**src/rtl/core/chwm_pkg.sv**
```systemverilog
package chwm_pkg;

    localparam int BIN_COUNT          = 64;
    localparam int BIN_WIDTH          = 16;
    localparam int MEAN_FRACTION_BITS = 8;

    localparam int FUNC_W  = 2;
    localparam int VALUE_W = 16;
    localparam int BINO_W  = 16;
    localparam int MEAN_W  = 14;
    localparam int TOTAL_W = 32;
    localparam int SHOT_W  = 16;

    localparam int IDX_W = $clog2(BIN_COUNT);
    localparam int WS_W  = TOTAL_W + IDX_W;
    localparam int Q_W   = IDX_W + MEAN_FRACTION_BITS;
    localparam int QX_W  = (Q_W > MEAN_W) ? Q_W : MEAN_W;
    localparam int CNT_W = (Q_W > 1) ? $clog2(Q_W) : 1;

    localparam logic [MEAN_W-1:0] MEAN_MAX = '1;

    typedef enum logic [FUNC_W-1:0] {
        FUNC_CLEAR  = 2'd0,
        FUNC_RECORD = 2'd1,
        FUNC_READ   = 2'd2
    } t_func;

    typedef struct packed {
        logic latch;
        logic upd;
        logic div_step;
        logic load_out;
    } t_dp_cmd;

    typedef struct packed {
        logic need_div;
        logic div_done;
    } t_dp_sts;

endpackage

```
**src/rtl/core/chwm_in_if.sv**
```systemverilog
interface chwm_in_if import chwm_pkg::*; ();
    logic               valid;
    logic               ready;
    logic [FUNC_W-1:0]  func;
    logic [VALUE_W-1:0] value;
    logic               last;

    modport source (output valid, output func, output value, output last, input ready);
    modport sink   (input valid, input func, input value, input last, output ready);
endinterface

```
**src/rtl/core/chwm_out_if.sv**
```systemverilog
interface chwm_out_if import chwm_pkg::*; ();
    logic               valid;
    logic               ready;
    logic [BINO_W-1:0]  bin_count;
    logic [MEAN_W-1:0]  mean_fixed;
    logic [TOTAL_W-1:0] in_range_total;
    logic [SHOT_W-1:0]  shots_in_batch;
    logic               out_of_range;

    modport source (output valid, output bin_count, output mean_fixed,
                    output in_range_total, output shots_in_batch,
                    output out_of_range, input ready);
    modport sink   (input valid, input bin_count, input mean_fixed,
                    input in_range_total, input shots_in_batch,
                    input out_of_range, output ready);
endinterface

```
**src/rtl/core/count_histogram_with_mean.sv**
```systemverilog
// channel  dir  modport  payload
// i_in     in   sink     func[1:0] value[15:0] last
// o_out    out  source   bin_count[15:0] mean_fixed[13:0] in_range_total[31:0]
//                        shots_in_batch[15:0] out_of_range
//
// One request at a time. Clear, read, unused func, and a record that leaves the
// bins unchanged pass through read, update and done; a record that bumps a bin
// also runs the bit-serial mean divider (IDX_W + MEAN_FRACTION_BITS steps).
// Synchronous active-low reset; bin valid bits clear at once, no clearing pass.
// A finished result waits in the output register while the next request is
// taken; a request completes only once that register is free.
module count_histogram_with_mean import chwm_pkg::*; (
    input  logic       i_clk,
    input  logic       i_rst_n,
    chwm_in_if.sink    i_in,
    chwm_out_if.source o_out
);

    t_dp_cmd cmd;
    t_dp_sts sts;

    chwm_ctrl u_ctrl (
        .i_clk       (i_clk),
        .i_rst_n     (i_rst_n),
        .i_in_valid  (i_in.valid),
        .o_in_ready  (i_in.ready),
        .o_out_valid (o_out.valid),
        .i_out_ready (o_out.ready),
        .o_cmd       (cmd),
        .i_sts       (sts)
    );

    chwm_dp u_dp (
        .i_clk            (i_clk),
        .i_rst_n          (i_rst_n),
        .i_cmd            (cmd),
        .o_sts            (sts),
        .i_func           (i_in.func),
        .i_value          (i_in.value),
        .i_last           (i_in.last),
        .o_bin_count      (o_out.bin_count),
        .o_mean_fixed     (o_out.mean_fixed),
        .o_in_range_total (o_out.in_range_total),
        .o_shots_in_batch (o_out.shots_in_batch),
        .o_out_of_range   (o_out.out_of_range)
    );

endmodule

```
**src/rtl/core/chwm_ctrl.sv**
```systemverilog
module chwm_ctrl import chwm_pkg::*; (
    input  logic    i_clk,
    input  logic    i_rst_n,
    input  logic    i_in_valid,
    output logic    o_in_ready,
    output logic    o_out_valid,
    input  logic    i_out_ready,
    output t_dp_cmd o_cmd,
    input  t_dp_sts i_sts
);

    typedef enum logic [4:0] {
        S_IDLE   = 5'b00001,
        S_READ   = 5'b00010,
        S_UPDATE = 5'b00100,
        S_DIV    = 5'b01000,
        S_DONE   = 5'b10000
    } t_state;

    t_state r_state, n_state;
    logic   r_ovalid, n_ovalid;
    logic   out_free;

    assign o_in_ready  = (r_state == S_IDLE);
    assign o_out_valid = r_ovalid;
    assign out_free    = !r_ovalid || i_out_ready;

    always_comb begin
        n_state        = r_state;
        o_cmd          = '0;
        case (r_state)
            S_IDLE: begin
                if (i_in_valid) begin
                    o_cmd.latch = 1'b1;
                    n_state     = S_READ;
                end
            end
            S_READ: begin
                n_state = S_UPDATE;
            end
            S_UPDATE: begin
                o_cmd.upd = 1'b1;
                n_state   = i_sts.need_div ? S_DIV : S_DONE;
            end
            S_DIV: begin
                o_cmd.div_step = 1'b1;
                if (i_sts.div_done) begin
                    n_state = S_DONE;
                end
            end
            S_DONE: begin
                if (out_free) begin
                    o_cmd.load_out = 1'b1;
                    n_state        = S_IDLE;
                end
            end
            default: begin
                n_state = S_IDLE;
            end
        endcase
    end

    always_comb begin
        n_ovalid = r_ovalid;
        if (o_cmd.load_out) begin
            n_ovalid = 1'b1;
        end else if (i_out_ready) begin
            n_ovalid = 1'b0;
        end
    end

    always_ff @(posedge i_clk) begin
        if (!i_rst_n) begin
            r_state  <= S_IDLE;
            r_ovalid <= 1'b0;
        end else begin
            r_state  <= n_state;
            r_ovalid <= n_ovalid;
        end
    end

`ifndef SYNTHESIS
    a_no_overwrite: assert property (@(posedge i_clk) disable iff (!i_rst_n)
        o_cmd.load_out |-> (!r_ovalid || i_out_ready))
        else $error("pending result overwritten");

    a_div_length: assert property (@(posedge i_clk) disable iff (!i_rst_n)
        (r_state == S_UPDATE && i_sts.need_div) |=> ##(Q_W-1)
        (r_state == S_DIV && i_sts.div_done))
        else $error("divider step count wrong");
`endif

endmodule

```
**src/rtl/core/chwm_dp.sv**
```systemverilog
module chwm_dp import chwm_pkg::*; (
    input  logic               i_clk,
    input  logic               i_rst_n,
    input  t_dp_cmd            i_cmd,
    output t_dp_sts            o_sts,
    input  logic [FUNC_W-1:0]  i_func,
    input  logic [VALUE_W-1:0] i_value,
    input  logic               i_last,
    output logic [BINO_W-1:0]  o_bin_count,
    output logic [MEAN_W-1:0]  o_mean_fixed,
    output logic [TOTAL_W-1:0] o_in_range_total,
    output logic [SHOT_W-1:0]  o_shots_in_batch,
    output logic               o_out_of_range
);

    localparam logic [BIN_WIDTH-1:0] BIN_MAX = '1;

    // request latch
    logic [FUNC_W-1:0]  r_func;
    logic [VALUE_W-1:0] r_value;
    logic               r_last;

    // bin memory, valid bit per entry gives the cleared value
    logic [BIN_WIDTH-1:0] r_mem [BIN_COUNT];
    logic [BIN_COUNT-1:0] r_vld;
    logic [BIN_WIDTH-1:0] r_rd_data;
    logic                 r_rd_vld;

    logic [TOTAL_W-1:0] r_total;
    logic [WS_W-1:0]    r_wsum;
    logic [SHOT_W-1:0]  r_batch;
    logic [SHOT_W-1:0]  r_last_size;
    logic [MEAN_W-1:0]  r_mean;
    logic [BINO_W-1:0]  r_bin_out;
    logic               r_oor;

    // divider
    logic [TOTAL_W-1:0] r_rem;
    logic [TOTAL_W-1:0] r_dvs;
    logic [Q_W-1:0]     r_dsh;
    logic [Q_W-1:0]     r_quo;
    logic [CNT_W-1:0]   r_dcnt;

    // output register
    logic [BINO_W-1:0]  r_o_bin;
    logic [MEAN_W-1:0]  r_o_mean;
    logic [TOTAL_W-1:0] r_o_total;
    logic [SHOT_W-1:0]  r_o_shots;
    logic               r_o_oor;

    logic [IDX_W-1:0]   idx;
    logic               in_range;
    logic [BIN_WIDTH-1:0] bin_cur;
    logic               is_clr, is_rec, is_rd;
    logic               can_inc;
    logic [TOTAL_W-1:0] n_total;
    logic [WS_W-1:0]    n_wsum;
    logic [SHOT_W-1:0]  n_batch;
    logic [TOTAL_W:0]   trial;
    logic [TOTAL_W:0]   diff;
    logic               ge;
    logic [Q_W-1:0]     n_quo;
    logic [QX_W-1:0]    quo_x;
    logic               div_done;

    always_comb begin
        idx      = r_value[IDX_W-1:0];
        in_range = r_value < VALUE_W'(BIN_COUNT);
        bin_cur  = r_rd_vld ? r_rd_data : '0;
        is_clr   = (r_func == FUNC_CLEAR);
        is_rec   = (r_func == FUNC_RECORD);
        is_rd    = (r_func == FUNC_READ);
        can_inc  = is_rec && in_range && (bin_cur != BIN_MAX) && (r_total != '1);
        n_total  = r_total + 1'b1;
        n_wsum   = r_wsum + WS_W'(idx);
        n_batch  = (r_batch != '1) ? r_batch + 1'b1 : r_batch;

        trial    = {r_rem, r_dsh[Q_W-1]};
        diff     = trial - {1'b0, r_dvs};
        ge       = trial >= {1'b0, r_dvs};
        n_quo    = Q_W'({r_quo, ge});
        quo_x    = QX_W'(n_quo);
        div_done = (r_dcnt == CNT_W'(Q_W-1));
    end

    assign o_sts.need_div = can_inc;
    assign o_sts.div_done = div_done;

    always_ff @(posedge i_clk) begin
        if (i_cmd.latch) begin
            r_func  <= i_func;
            r_value <= i_value;
            r_last  <= i_last;
        end
    end

    always_ff @(posedge i_clk) begin
        r_rd_data <= r_mem[idx];
        if (i_cmd.upd && can_inc) begin
            r_mem[idx] <= bin_cur + 1'b1;
        end
    end

    always_ff @(posedge i_clk) begin
        if (!i_rst_n) begin
            r_vld    <= '0;
            r_rd_vld <= 1'b0;
        end else begin
            r_rd_vld <= r_vld[idx];
            if (i_cmd.upd && is_clr) begin
                r_vld <= '0;
            end else if (i_cmd.upd && can_inc) begin
                r_vld[idx] <= 1'b1;
            end
        end
    end

    always_ff @(posedge i_clk) begin
        if (!i_rst_n) begin
            r_total     <= '0;
            r_wsum      <= '0;
            r_batch     <= '0;
            r_last_size <= '0;
            r_mean      <= '0;
            r_dcnt      <= '0;
        end else if (i_cmd.upd) begin
            if (is_clr) begin
                r_total     <= '0;
                r_wsum      <= '0;
                r_batch     <= '0;
                r_last_size <= '0;
                r_mean      <= '0;
            end else if (is_rec) begin
                if (r_last) begin
                    r_last_size <= n_batch;
                    r_batch     <= '0;
                end else begin
                    r_batch <= n_batch;
                end
                if (can_inc) begin
                    r_total <= n_total;
                    r_wsum  <= n_wsum;
                    r_dcnt  <= '0;
                end
            end
        end else if (i_cmd.div_step) begin
            r_dcnt <= r_dcnt + 1'b1;
            if (div_done) begin
                r_mean <= (quo_x > QX_W'(MEAN_MAX)) ? MEAN_MAX : MEAN_W'(quo_x);
            end
        end
    end

    // restoring division of (wsum << frac) by total, one quotient bit a cycle
    always_ff @(posedge i_clk) begin
        if (i_cmd.upd) begin
            r_bin_out <= (is_rd && in_range) ? BINO_W'(bin_cur) : '0;
            r_oor     <= is_rec && !in_range;
            r_rem     <= n_wsum[WS_W-1:IDX_W];
            r_dvs     <= n_total;
            r_dsh     <= Q_W'(n_wsum[IDX_W-1:0]) << MEAN_FRACTION_BITS;
        end else if (i_cmd.div_step) begin
            r_rem <= ge ? diff[TOTAL_W-1:0] : trial[TOTAL_W-1:0];
            r_dsh <= Q_W'({r_dsh, 1'b0});
            r_quo <= n_quo;
        end
    end

    always_ff @(posedge i_clk) begin
        if (i_cmd.load_out) begin
            r_o_bin   <= r_bin_out;
            r_o_mean  <= r_mean;
            r_o_total <= r_total;
            r_o_shots <= r_last_size;
            r_o_oor   <= r_oor;
        end
    end

    assign o_bin_count      = r_o_bin;
    assign o_mean_fixed     = r_o_mean;
    assign o_in_range_total = r_o_total;
    assign o_shots_in_batch = r_o_shots;
    assign o_out_of_range   = r_o_oor;

`ifndef SYNTHESIS
    a_rem_bound: assert property (@(posedge i_clk) disable iff (!i_rst_n)
        i_cmd.div_step |-> (r_rem < r_dvs))
        else $error("partial remainder not below divisor");

    a_empty_mean: assert property (@(posedge i_clk) disable iff (!i_rst_n)
        (r_total == '0) |-> (r_mean == '0))
        else $error("nonzero mean with empty histogram");
`endif

endmodule

```
**src/flat_wrapper.sv**
```systemverilog
// flat-port wrapper written by rule: the top's interface ports become plain ports
module count_histogram_with_mean_flat import chwm_pkg::*;
  (i_clk, i_rst_n, i_in_valid, i_in_func, i_in_value, i_in_last, i_in_ready, o_out_valid, o_out_bin_count, o_out_mean_fixed, o_out_in_range_total, o_out_shots_in_batch, o_out_out_of_range, o_out_ready);
  chwm_in_if i_in_i ();
  chwm_out_if o_out_i ();
  input  logic i_clk;
  input  logic i_rst_n;
  input wire logic [$bits(i_in_i.valid)-1:0] i_in_valid;
  input wire logic [$bits(i_in_i.func)-1:0] i_in_func;
  input wire logic [$bits(i_in_i.value)-1:0] i_in_value;
  input wire logic [$bits(i_in_i.last)-1:0] i_in_last;
  output wire logic [$bits(i_in_i.ready)-1:0] i_in_ready;
  output wire logic [$bits(o_out_i.valid)-1:0] o_out_valid;
  output wire logic [$bits(o_out_i.bin_count)-1:0] o_out_bin_count;
  output wire logic [$bits(o_out_i.mean_fixed)-1:0] o_out_mean_fixed;
  output wire logic [$bits(o_out_i.in_range_total)-1:0] o_out_in_range_total;
  output wire logic [$bits(o_out_i.shots_in_batch)-1:0] o_out_shots_in_batch;
  output wire logic [$bits(o_out_i.out_of_range)-1:0] o_out_out_of_range;
  input wire logic [$bits(o_out_i.ready)-1:0] o_out_ready;
  assign i_in_i.valid = i_in_valid;
  assign i_in_i.func = i_in_func;
  assign i_in_i.value = i_in_value;
  assign i_in_i.last = i_in_last;
  assign i_in_ready = i_in_i.ready;
  assign o_out_valid = o_out_i.valid;
  assign o_out_bin_count = o_out_i.bin_count;
  assign o_out_mean_fixed = o_out_i.mean_fixed;
  assign o_out_in_range_total = o_out_i.in_range_total;
  assign o_out_shots_in_batch = o_out_i.shots_in_batch;
  assign o_out_out_of_range = o_out_i.out_of_range;
  assign o_out_i.ready = o_out_ready;
  count_histogram_with_mean u_core (.i_clk(i_clk), .i_rst_n(i_rst_n), .i_in(i_in_i), .o_out(o_out_i));
endmodule
```
**config.mk**
```make
export PLATFORM = sky130hd
export DESIGN_NAME = count_histogram_with_mean_flat
export DESIGN_NICKNAME = d
export VERILOG_FILES = /design/src/rtl/core/chwm_pkg.sv /design/src/rtl/core/chwm_in_if.sv /design/src/rtl/core/chwm_out_if.sv /design/src/rtl/core/count_histogram_with_mean.sv /design/src/rtl/core/chwm_ctrl.sv /design/src/rtl/core/chwm_dp.sv /design/src/flat_wrapper.sv
export SDC_FILE = /design/constraint.sdc
export NUM_CORES = 2
export LEC_CHECK = 0
export ABC_CLOCK_PERIOD_IN_PS = 4550
export BUFFER_PORTS_ARGS = -buffer_cell sky130_fd_sc_hd__buf_2
export CORE_AREA = 2 2 319 321
export CTS_CLUSTER_DIAMETER = 120
export DETAILED_ROUTE_END_ITERATION = 6
export DIE_AREA = 0 0 321 323
export PLACE_DENSITY = 0.84
export SLEW_MARGIN = 20
export SYNTH_ARGS = -nofsm -noshare
export SYNTH_HDL_FRONTEND = slang
export SYNTH_SLANG_ARGS = --single-unit
```
**constraint.sdc**
```tcl
create_clock -name i_clk -period 4.55 [get_ports i_clk]
set_input_delay 0.455 -clock i_clk [delete_from_list [all_inputs] [get_ports i_clk]]
set_output_delay 0.455 -clock i_clk [all_outputs]
set_load 0.01 [all_outputs]
```
* After elaboration in Yosys (flattened, before gate mapping)
Memories as Yosys holds them, arrays and structs flattened. A register that Yosys moved wholly into a read port is not among the register bits. Index checks and enable logic that the tools add are counted.
Storage, ports and cells: register bits 389, RAM bits 1024, input port bits 23, output and inout bits 81, word-level logic and storage cells 131, memories kept 1
Memories:
- u_core.u_dp.r_mem | depth 64, bits a word 16, read ports 1, clocked after memory_dff 1, write ports 1, line chwm_dp.sv:24 | logic [BIN_WIDTH-1:0] r_mem [BIN_COUNT];
Cells by class: add/subtract/negate cells 6, order comparisons 5, equality and inequality tests 18, mux-type cells 48, bitwise gates (word level) 3, reductions and logical operators 26
Operators with widths (number):
- 2-to-1 mux 32 bit | 6
- 2-to-1 mux 16 bit | 8
- 2-to-1 mux 38 bit | 3
- 2-to-1 mux 14 bit | 7
- bitwise OR 64 bit | 1
- adder 38 x 6 -> 38 bit | 1
- greater-or-equal comparator 33 x 32 -> 1 bit | 1
- adder 16 x 1 -> 16 bit (second input constant) | 2
- adder 32 x 1 -> 32 bit (second input constant) | 1
- inequality test 16 bit (second input constant) | 2
- inequality test 32 bit (second input constant) | 1
- subtractor 32 bit | 1
- case mux 5 bit (5 select lines) | 1
- 2-to-1 mux 4 bit | 5
- 2-to-1 mux 5 bit | 4
- less-than comparator 16 x 7 -> 1 bit (second input constant) | 1
- > comparator 14 bit (second input constant) | 1
- 2-to-1 mux 1 bit | 12
- AND reduction 3 bit | 4
- nonzero test 2 bit | 6
- logical AND 1 bit | 8
- inequality test 2 bit (second input constant) | 4
- less-than comparator 6 x 7 -> 1 bit (second input constant) | 1
- binary-select mux 1 bit (select 6 bit) | 1
- 19 further kinds | 24

* Longest topological paths before layout
depth in word-level cells 8, depth in mapped cells 15, depth with buffers taken out 11

* Modules after synthesis
A second synthesis with hierarchy kept.
Unflattened totals: cells, all modules 3799, area total of the unflattened synthesis 55308.0 um^2
By module, submodules not included:
- chwm_dp | instances 1, cells an instance 3760, area each 54980.2 um^2, sequential area each 40719.1 um^2
- chwm_ctrl | instances 1, cells an instance 39, area each 327.8 um^2, sequential area each 120.1 um^2

* Worst setup path before layout
OpenSTA, ideal clock, no wires.
kind reg-to-reg, start point register u_core.u_dp.r_rd_vld, end point memory u_core.u_dp.r_mem[0][8] (data pin), library setup time 548 ps, arrival time 4101 ps, path slack -98 ps, stages on the path, launching flop included 9, path buffers 1, period minus slack after synthesis 4648 ps, cells stage by stage dfxtp_1 > buf_2 > nand2_1 > inv_1 > ha_1 > nand3_1 > or2_2 > or3_1 > a21oi_1
Between the ends: longest elaborated chain between the ends 2
Ends and longest elaborated chain:
- from (decl) | line chwm_dp.sv:27 | logic r_rd_vld;
- from (signal assigned) | line chwm_dp.sv:109 | r_rd_vld <= r_vld[idx];
- 2-to-1 mux 16 bit | line chwm_dp.sv:69 | bin_cur = r_rd_vld ? r_rd_data : '0;
- via u_core.u_dp.bin_cur[0] | line chwm_dp.sv:53 | logic [BIN_WIDTH-1:0] bin_cur;
- adder 16 x 1 -> 16 bit | line chwm_dp.sv:100 | r_mem[idx] <= bin_cur + 1'b1;
- to (decl) | line chwm_dp.sv:24
The timed path passes the listed nets, and every way through them passes these cells.

* Final worst setup path
start point register u_core.u_dp.r_rd_vld, end point memory u_core.u_dp.r_mem[14][3] (enable)
Between the ends: longest elaborated chain between the ends 7
Ends and longest elaborated chain:
- 2-to-1 mux 16 bit | line chwm_dp.sv:69
- via u_core.u_dp.bin_cur[1] | line chwm_dp.sv:53
- inequality test 16 bit | line chwm_dp.sv:73 | can_inc = is_rec && in_range && (bin_cur != BIN_MAX) && (r_total != '1);
- logical AND 1 bit (2 in series) | line chwm_dp.sv:73
- logical AND 1 bit | line chwm_dp.sv:99 | if (i_cmd.upd && can_inc) begin
- 2-to-1 mux 1 bit | line chwm_dp.sv:99
- 2-to-1 mux 1 bit (not written as such) | line chwm_dp.sv:100
The timed path passes the listed nets, and every way through them passes these cells.

==> impl_metrics.toml <==
[run_status]
status = "finished, violations left"
violations = "design-rule violations, negative setup slack"

[timing]
worstMarginPinSlew_ns = 1.17
setup_slack_ns = -0.0476
post-route-period-util = 1.01
hold_violations = 0
fmax_mhz = 218
tns_ns = -0.722
slew_viol_final = 0
grt_setup_unrepaired = "false"
timing.slew.headroom = 0.219
setup_viol = 38
skew_ns = 0.0439
post-route-min-period_ns = 4.60

[yosys]
synth_common_cells = "edfxtp_1 (1222), a22oi_1 (334), dfxtp_1 (207), clkbuf_1 (157)"
syn-num-nets = 3807
yosysMostFrequentCell = "edfxtp_1"
synth_edf_count = 1222
async_flop_share = 0
yosysTopAreaCell = "edfxtp_1"
synth-main-ff-cell = "edfxtp_1"
syn_inst = 3739
ys_seq_area_frac = 0.735
ys_ff_latch = 1429
synth.avg_cell_area_um2 = 14.9
ys_types = 76
ys_top_cells_by_area = "edfxtp_1 (66%), dfxtp_1 (7.5%), a22oi_1 (4.5%)"
synth_area_mm2 = 0.0556
yosysTopAreaCellShare = 0.660
yosysWarnings = 0

[cts]
clk_transition_reported_paths_ns = 0.06
cts_setup_buffers = 0
cts_max_level = 4
clk_latency_ns = 0.79
cts_root_buffer = "clkbuf_16"
cts_tree = "done"
cts.sinks = 1429
cts.path.max_buffers = 3
numCtsBuffers = 139

[routing]
wirelength_um = 159000
drc = 5
routedWlPerCell_um = 29.5
antenna_left = 0
dr.pass1.iters = 7
drt_iter0_drc = 7195
num_vias = 37500
viasPerCell = 6.97

[pwr]
p_per_area_mw_per_mm2 = 472
p_leak_nw = 19.1
ir_worst_vdd_mv = 0.386

[grt]
grt_max_degree = 94
grtUsageTotal = 0.301
grt_pass1_vias = 35600
grt_overflow = 0
antenna_found_initial = 9
grt_pass1_wl_um = 232000

[die]
die_x_um = 321
num_io_pins = 104
core-area_mm2 = 0.101
initial_core_util = 0.552
dieArea_mm2 = 0.104
die_h_um = 323
row_count = 117

[worst_setup_path]
worst_ep_required_time_ns = 5.02
critPathMaxStageDelay_ns = 0.87
startpoint_type = "register"
cp.arrival_ns = 5.07
rrSetupSlack_ns = -0.05
cp_num_buf_inv = 1
crit_top_cell = "nor2_1"
worst-r2r-cell-count = 10
r2r_start = "u_core.u_dp.r_rd_vld"
crit_path_max_fanout = 12
cp_cell_sequence = "and2_1, ha_4, nand3_1, nor4_2, a311oi_2, o21ai_0, nor2_1, nand2_1, nor2_1, buf_4"
endpoint_kind = "register"
path_class = "reg2reg"
cp_slowest_cell = "nand2_1"
cp_top_family = "simple AND/OR/NAND/NOR gates"
timing.rr.end = "u_core.u_dp.r_mem[14][3]"

[cells_and_area]
area_growth_pct = 14.2
fin_util = 0.631
final_cells = 5385
n_fill_cell = 6528
final_nets = 4023
final_layout_size_suffix_gt1_frac = 0.135
regArea_mm2 = 0.0408
multiInputGateArea_mm2 = 0.0138

[place]
place.gp.congestion = 0.964
dp_slack_ns = 0.365
placedCellCount = 5102
io_buffers = 103
dp_hpwl_um = 92500

[min_path]
hp-start = "o_out_ready"
hold_class = "in2reg"
hold_end = "u_core.u_ctrl.o_out_valid"
hold_depth = 4

[job]
cap_violations = 0
[how the worst max path moves through the flow]
stage | end | startpoint | slack (ns) | depth (start not counted)
after global routing | u_core.u_dp.r_mem[14][3] | u_core.u_dp.r_value[11] | 0.01 | 8
after CTS | u_core.u_dp.r_mem[54][0] | u_core.u_dp.r_value[11] | 0.16 | 8
final | u_core.u_dp.r_mem[14][3] | u_core.u_dp.r_rd_vld | -0.05 | 10
after global placement | u_core.u_dp.r_mem[14][5] | u_core.u_dp.r_value[11] | 0.47 | 8
after floorplan | u_core.u_dp.o_bin_count[0] | u_core.u_ctrl.r_state[0] | 0.07 | 3
after detailed placement | u_core.u_dp.r_mem[54][0] | u_core.u_dp.r_value[11] | 0.36 | 8
[cell usage in the layout, fill, tap and decap left out, drive strengths merged, types with 110 or more instances in the layout]
master | synthesis | routed
edfxtp | 1222 | 1222
a22oi | 334 | 334
buf | 62 | 276
dfxtp | 207 | 207
clkbuf | 159 | 186
nor2 | 147 | 147
nand2 | 146 | 146
a31oi | 120 | 120
a21oi | 120 | 120
nand3 | 113 | 113
a22o | 111 | 111
a221oi | 110 | 110
[per-stage QoR]
stage | total power, mW | hold slack [ns] | cell area, um2
6_report | 30.0 | 0.142 | 63500
5_1_grt | 30.5 | 0.150 | 63500
4_1_cts | 29.7 | 0.111 | 63500
3_5_place_dp | 18.0 | 0.406 | 58500
3_3_place_gp | 17.9 | 0.405 | 58500
2_1_floorplan | 16.5 | 0.400 | 55600
[logic make-up after synthesis]
group	count (synthesis)	share of synthesized area
AOI/OAI and AO/OA	1084	0.140
xor gates and xnor gates	115	0.0181
adders and majority gates	45	0.0104
buffers and inverters	275	0.0204
DFF	1429	0.735
muxes	40	0.00722
and+or+nand+nor	751	0.0696
[final cells by class]
cell class                      count  share of cell area
Multi-Input combinational cell   2035               0.218
Clock inverter                     73              0.0142
Sequential cell                  1429               0.643
Inverter                           54             0.00321
Tap cell                         1309              0.0258
Antenna cell                        3            0.000118
Clock buffer                      186              0.0606
Timing Repair Buffer              296              0.0353
[what timing repair did]
action,CTS,global route
hold buffers,20,0
resized for setup,0,0
setup endpoints to repair,0,0
hold endpoints to repair,20,0
[metal layers]
layer | track usage | up-vias | part of all wire
met5 | 0 | - | 0.0014
met4 | 0.158 | 8 | 0.063
met3 | 0.0927 | 708 | 0.14
met2 | 0.471 | 3379 | 0.46
met1 | 0.380 | 18200 | 0.33
li1 | - | 15300 | -
[power breakdown]
part           leakage, nW  internal, mW  switching [mW]
clock                 2.32          6.79            5.11
sequential            11.0          14.2           0.111
combinational         5.83          1.23            2.58
total                 19.1          22.2            7.80
[state kept, by name (all words and copies together) (netlist names), 32 cells and up]
signal / count
u_core.u_dp.o_in_range_total: 32
u_core.u_dp.r_dvs: 32
u_core.u_dp.r_mem: 1024
u_core.u_dp.r_vld: 64
u_core.u_dp.r_total: 32
u_core.u_dp.r_rem: 32
u_core.u_dp.r_wsum: 38
[worst register-to-register path: cells and delay by family (launching register included)]
family | cells | cell delay [ns]
buf+inv | 1 | 0.29
fa+ha+maj | 1 | 0.17
flops | 1 | 0.43
simple gates | 6 | 2.63
compound gates | 2 | 0.78
Power figures use the tool's default switching activity.
